## config.mk

```make
export PLATFORM = sky130hd
export DESIGN_NAME = pmfc_cell
export DESIGN_NICKNAME = d
export VERILOG_FILES = /design/src/sv/pmfc_pkg.sv /design/src/sv/pmfc_cell.sv
export SDC_FILE = /design/constraint.sdc
export NUM_CORES = 1
export LEC_CHECK = 0
export BUFFER_PORTS_ARGS = -buffer_cell sky130_fd_sc_hd__buf_2
export CORE_MARGIN = 4
export CORE_UTILIZATION = 33
export DETAILED_ROUTE_END_ITERATION = 10
export GPL_TIMING_DRIVEN = 0
export PLACE_DENSITY_LB_ADDON = 0.15
export SLEW_MARGIN = 5
export SYNTH_ARGS = -nofsm -noshare
export SYNTH_HDL_FRONTEND = slang
export SYNTH_SLANG_ARGS = --single-unit
export TNS_END_PERCENT = 1
```

## constraint.sdc

```tcl
create_clock -name aclk -period 19.45 [get_ports aclk]
set_clock_uncertainty 0.2 [all_clocks]
set_input_delay 1.945 -clock aclk [delete_from_list [all_inputs] [get_ports aclk]]
set_output_delay 1.945 -clock aclk [all_outputs]
set_load 0.01 [all_outputs]
```

## src/sv/pmfc_pkg.sv

```systemverilog
package pmfc_pkg;

    localparam int MAX_LEN = 32;
    localparam int CNT_W   = $clog2(MAX_LEN + 1);
    localparam int PROB_W  = 16;
    localparam int ACC_W   = 32;
    localparam int OIDX_W  = 6;

    typedef logic [PROB_W-1:0] prob_t;
    typedef logic [ACC_W-1:0]  acc_t;
    typedef logic [CNT_W-1:0]  count_t;

    typedef enum logic {
        FUNC_LEFT  = 1'b0,
        FUNC_RIGHT = 1'b1
    } func_t;

    // per-cell control from the sequencer
    typedef struct packed {
        logic load_a;  // capture left element
        logic load_b;  // capture right element
        logic a_en;    // cell index is below the left length
        logic clear;   // zero the partial sum
        logic step;    // advance one output
    } cell_ctrl_t;

endpackage

```

## src/sv/pmfc_cell.sv

```systemverilog
module pmfc_cell (
    input  logic                  aclk,
    input  pmfc_pkg::cell_ctrl_t  ctrl,
    input  pmfc_pkg::prob_t       load_data,
    input  pmfc_pkg::prob_t       x_in,
    input  pmfc_pkg::prob_t       b_in,
    input  pmfc_pkg::acc_t        s_in,
    output pmfc_pkg::prob_t       b_out,
    output pmfc_pkg::acc_t        s_out,
    output pmfc_pkg::acc_t        sum_out
);

    pmfc_pkg::prob_t a_reg;
    pmfc_pkg::prob_t b_reg;
    pmfc_pkg::acc_t  s_reg;
    pmfc_pkg::acc_t  prod;
    logic [pmfc_pkg::ACC_W:0] sum_wide;

    assign prod     = ctrl.a_en ? pmfc_pkg::acc_t'(a_reg * x_in) : '0;
    assign sum_wide = {1'b0, prod} + {1'b0, s_in};
    // products are nonnegative, so clamping each partial sum gives min(total, max)
    assign sum_out  = sum_wide[pmfc_pkg::ACC_W] ? '1 : sum_wide[pmfc_pkg::ACC_W-1:0];

    always_ff @(posedge aclk) begin
        if (ctrl.load_a) begin
            a_reg <= load_data;
        end
        if (ctrl.load_b) begin
            b_reg <= load_data;
        end else if (ctrl.step) begin
            b_reg <= b_in;
        end
        if (ctrl.clear) begin
            s_reg <= '0;
        end else if (ctrl.step) begin
            s_reg <= sum_out;
        end
    end

    assign b_out = b_reg;
    assign s_out = s_reg;

endmodule

```

---- Yosys cells after proc, flatten, opt, wreduce, memory -nomap -nowiden ----
Cells that the tools add are included.
operators by class
  $add $sub $neg .......................... 1
  $mul .................................... 1
  divide/modulo/power cells ............... 0
  magnitude comparators ................... 0
  equal/unequal tests ..................... 0
  shift-type cells ........................ 0
  muxes and demuxes ....................... 4
  bitwise logic cells ..................... 0
  reduce and logical (&&, ||, !) cells .... 1
operator list
  operator            number
  $mux W32            2
  $add A32 B32 Y33    1
  $mul A16 B16 Y32    1
  $mux W16            2
  $reduce_bool A2 Y1  1
word-level totals
  bits in registers ....................... 64
  bits in latches ......................... 0
  memory bits (writable) .................. 0
  memory bits (read-only) ................. 0
  bits of input ports ..................... 86
  output and inout bits ................... 80
  word-level logic and storage cells ...... 10
  memories kept ........................... 0

---- Depth between registers and ports, before layout ----
  depth in word-level cells ............... 4
  mapped depth ............................ 34
  gate-level depth less buffers ........... 30

---- Least setup slack after synthesis ----
No wires, ideal clock.
  kind .................................... input-to-output
  start point ............................. input port x_in[1]
  end point ............................... output port sum_out[10]
  arrival ................................. 8.950 ns
  data required time ...................... 17.305 ns
  path slack .............................. 8.355 ns
  cell stages on the path ................. 31
  buffers on the path ..................... 4
  cell sequence ........................... clkbuf_1 -> nand2_1 -> fa_1 -> fa_1 -> fa_1 -> fa_1 -> inv_1 -> fa_1 -> inv_1 -> fa_1 -> inv_1 -> ha_1 -> nand2_1 -> or2_2 -> a21o_1 -> o2bb2ai_1 -> a21oi_1 -> o21ai_0 -> xor2_1 -> and2_1 -> ha_1 -> nand2_1 -> o21ai_0 -> a21oi_1 -> a31oi_2 -> a221oi_2 -> o31a_1 -> buf_4 -> buf_6 -> buf_4 -> nand2_1
between the ends
  cells in the longest elaborated chain, start to end .. 4
RTL lines
  item              line             RTL
  start, declared   pmfc_cell.sv:5   input pmfc_pkg::prob_t x_in,
  $mul A16 B16 Y32  pmfc_cell.sv:19  assign prod = ctrl.a_en ? pmfc_pkg::acc_t'(a_reg * x_in) : '0;
  $mux W32          pmfc_cell.sv:19
  $add A32 B32 Y33  pmfc_cell.sv:20  assign sum_wide = {1'b0, prod} + {1'b0, s_in};
  $mux W32          pmfc_cell.sv:22  assign sum_out = sum_wide[pmfc_pkg::ACC_W] ? '1 : sum_wide[pmfc_pkg::ACC_W-1:0];
  end, declared     pmfc_cell.sv:10  output pmfc_pkg::acc_t sum_out
No other way between the ends.

---- Worst setup path in the final report ----
  start point ............................. input port x_in[6]
  end point ............................... output port sum_out[5]
Same word-level chain as after synthesis.

==> metrics.cfg <==
[sta]
slew_headroom = 0.5202
max_clock_freq_mhz = 79.53
fin_crit_sh = 0.6464
worst_pin_slew_ps = 714.9
report.final.setup_viol = 0
report.final.hold_viol_count = 0
setup_total_negative_slack_ps = 0
period_minus_slack_ps = 12570
rsz0062_at_grt = no
timing_max_transition_violations_final = 0

[cells_and_area]
seqCellArea_um2 = 1602
multiInputGateArea_um2 = 10130
flip_flop_count_of_the_largest_register_after_layout = 32
finalNetCount = 2063
synthToLayoutAreaGrowth_pct = 13.71
ratio_of_cells_with_drive_above_1_in_the_final_layout = 0.1333
final.fill_count = 4068

[global_routing]
grt.total_usage = 0.1845
first_global_vias = 11070
grt_max_degree = 17
initial_antenna_violation_count = 5
grt_pass1_wl_um = 60790
grt_remaining_overflow = 0

[synthesis]
share_of_yosys_cell_area_claimed_by_the_top_area_cell_type = 0.3022
number_of_distinct_library_cells_after_synthesis = 64
synth_enable_flop_cells = 32
flip_flop_cell_with_the_highest_count_after_synthesis = edfxtp_1
synth_top_area_cell = fa_1
synthesis.area_per_instance_um2 = 8.770
netlist_top_cells_area = fa_1, ha_1, edfxtp_1, inv_1, and2_1
ys_async_sr_fraction = 0
ys_seq_area_frac = 0.1240
ys_ff_latch = 64
synthesis.nets = 1890
synth_cells = 1473
syn_area_um2 = 12920
synth-warning-count = 0

[die]
top_level_ports = 166
floorplan.core_area_um2 = 38650
die-height_um = 205.9
fp.dieArea_um2 = 42380
start_util = 0.3343
num_rows = 72
dieWidth_um = 205.9

[place]
io_buffer_count = 162
gp_congestion = 0.8509
sum_of_net_half_perimeters_after_detailed_placement_um = 33070

[worst_setup_path]
worst_setup_start_kind = input pin
ff2ff_setup_slack_ps = 10150
max_stage_delay_ps = 570
path_max_fanout = 10
cp_common_cell = fa_1
critPathKind = in2out
slowest_cell_on_the_critical_path = o2bb2ai_1
cp.arrival_ps = 10430
critical_path_required_ps = 17300
worst_setup_path_end_kind = output pin

[routing]
totalWireLength_um = 38620
drtAntennaViolNets = 0
drtIter0Drc = 626
detail_route.vias_per_cell = 4.972
drcViolationCount = 0
routed-via-count = 10790
firstDrtPassIters = 5
average_routed_wire_per_standard_cell_um = 17.79

[run]
max-cap-violations = 0

[cts]
numClockSinks = 64
setup_fix_buffers_added_after_clock_tree_synthesis = 0
h_tree_depth = 3
ctsResizeCount = 0
cts_root_buf = clkbuf_16
cts.hold.buffers_added = 0
clock_tree_buffer_depth = 2
tritoncts = yes
insertion_delay_of_the_later_clocked_pin_in_the_worst_skew_pair_ps = 350
cts.clk_slew.worst_paths_ps = 60
cts-buffers-inserted = 9

[run_status]
outcome = completed

[worst_hold_path]
timing.hold.worst.class = reg2reg

[kinds of logic after synthesis]
family,count (synthesis),synth area share
multiplexers,20,0.01705
adder cells (fa/ha/maj),331,0.4339
flip-flops,64,0.1240
AND/OR/NAND/NOR,493,0.1866
XOR/XNOR,49,0.03322
buffers and inverters,307,0.09191
AO/OA/AOI/OAI,209,0.1133
[worst max-delay path, delay by kind of cell]
kind | cells | cell delay, ps
adder cells (fa/ha/maj) | 8 | 3610
AO/OA/AOI/OAI | 9 | 2230
buffers and inverters | 10 | 1540
AND/OR/NAND/NOR | 6 | 980
XOR/XNOR | 1 | 90
[synth_stat cells (5+ instances only)]
| master | number |
|---|---|
| edfxtp_1 | 32 |
| a211oi_1 | 6 |
| o21a_1 | 8 |
| xor2_1 | 19 |
| fa_1 | 195 |
| a31oi_1 | 9 |
| nand3_1 | 12 |
| and2_1 | 138 |
| and3b_1 | 9 |
| a21o_1 | 32 |
| o211ai_1 | 8 |
| nor2_1 | 64 |
| inv_1 | 236 |
| nand2_1 | 208 |
| clkbuf_1 | 54 |
| nor3_1 | 9 |
| nand4_1 | 11 |
| a21oi_1 | 53 |
| xnor2_1 | 30 |
| mux2_2 | 16 |
| a311oi_1 | 27 |
| and3_1 | 5 |
| buf_2 | 12 |
| dfxtp_1 | 32 |
| ha_1 | 136 |
| nand2b_1 | 14 |
| o21bai_1 | 5 |
| nor2b_1 | 10 |
| o21ai_0 | 22 |
[cell usage in the layout (no fill, tap or decap), drive strengths merged, types with 11 or more instances in the layout]
cell / count
a21o: 32
inv: 237
mux2: 16
dfxtp: 32
nand2: 208
o21ai: 26
and2: 138
a311oi: 27
ha: 136
nor2: 64
clkbuf: 66
a21oi: 53
buf: 178
nand2b: 14
fa: 195
nand4: 11
xnor2: 30
edfxtp: 32
nand3: 12
xor2: 19
[layout make-up]
cell class,count,share of cell area
Antenna cell,2,0.0003407
Buffer,71,0.02053
Clock buffer,11,0.01729
Clock inverter,5,0.003662
Inverter,236,0.06030
Multi-Input combinational cell,1102,0.6896
Sequential cell,64,0.1090
Tap cell,518,0.04412
Timing Repair Buffer,162,0.05519
[per-stage QoR]
stage                     area [µm²]  cells  hold WS [ps]  setup slack (ps)  utilization
after floorplan                12920   1473         294.2              8355            -
after global placement         14380   2153         270.9              6897       0.3720
after detailed placement       14380   2153         277.1              6969       0.3720
after CTS                      14690   2169         285.3              6947       0.3800
after global routing           14690   2171         296.0              6349       0.3801
final                          14690   2171         283.0              6877       0.3801
[final timing paths]
kind / cells past startpoint / to / startpoint
max: 34 / sum_out[5] / x_in[6]
min: 2 / s_out[14]$_SDFFE_PP0P_ / s_out[14]$_SDFFE_PP0P_
max reg2reg: 30 / s_out[26]$_SDFFE_PP0P_ / a_reg[10]$_DFFE_PP_
min reg2reg: 2 / s_out[14]$_SDFFE_PP0P_ / s_out[14]$_SDFFE_PP0P_
[routing by layer]
metal / vias to the layer above / part of all wire / GRT usage
met5: - / 0.00034 / 0
met4: 2 / 0.021 / 0.04753
met3: 42 / 0.042 / 0.02103
met2: 235 / 0.49 / 0.3153
met1: 5419 / 0.45 / 0.2502
li1: 5096 / - / -
Power is left out: the tool's default activity adds up to more than one toggle a clock period on the data nets, which glitch-free logic cannot reach.
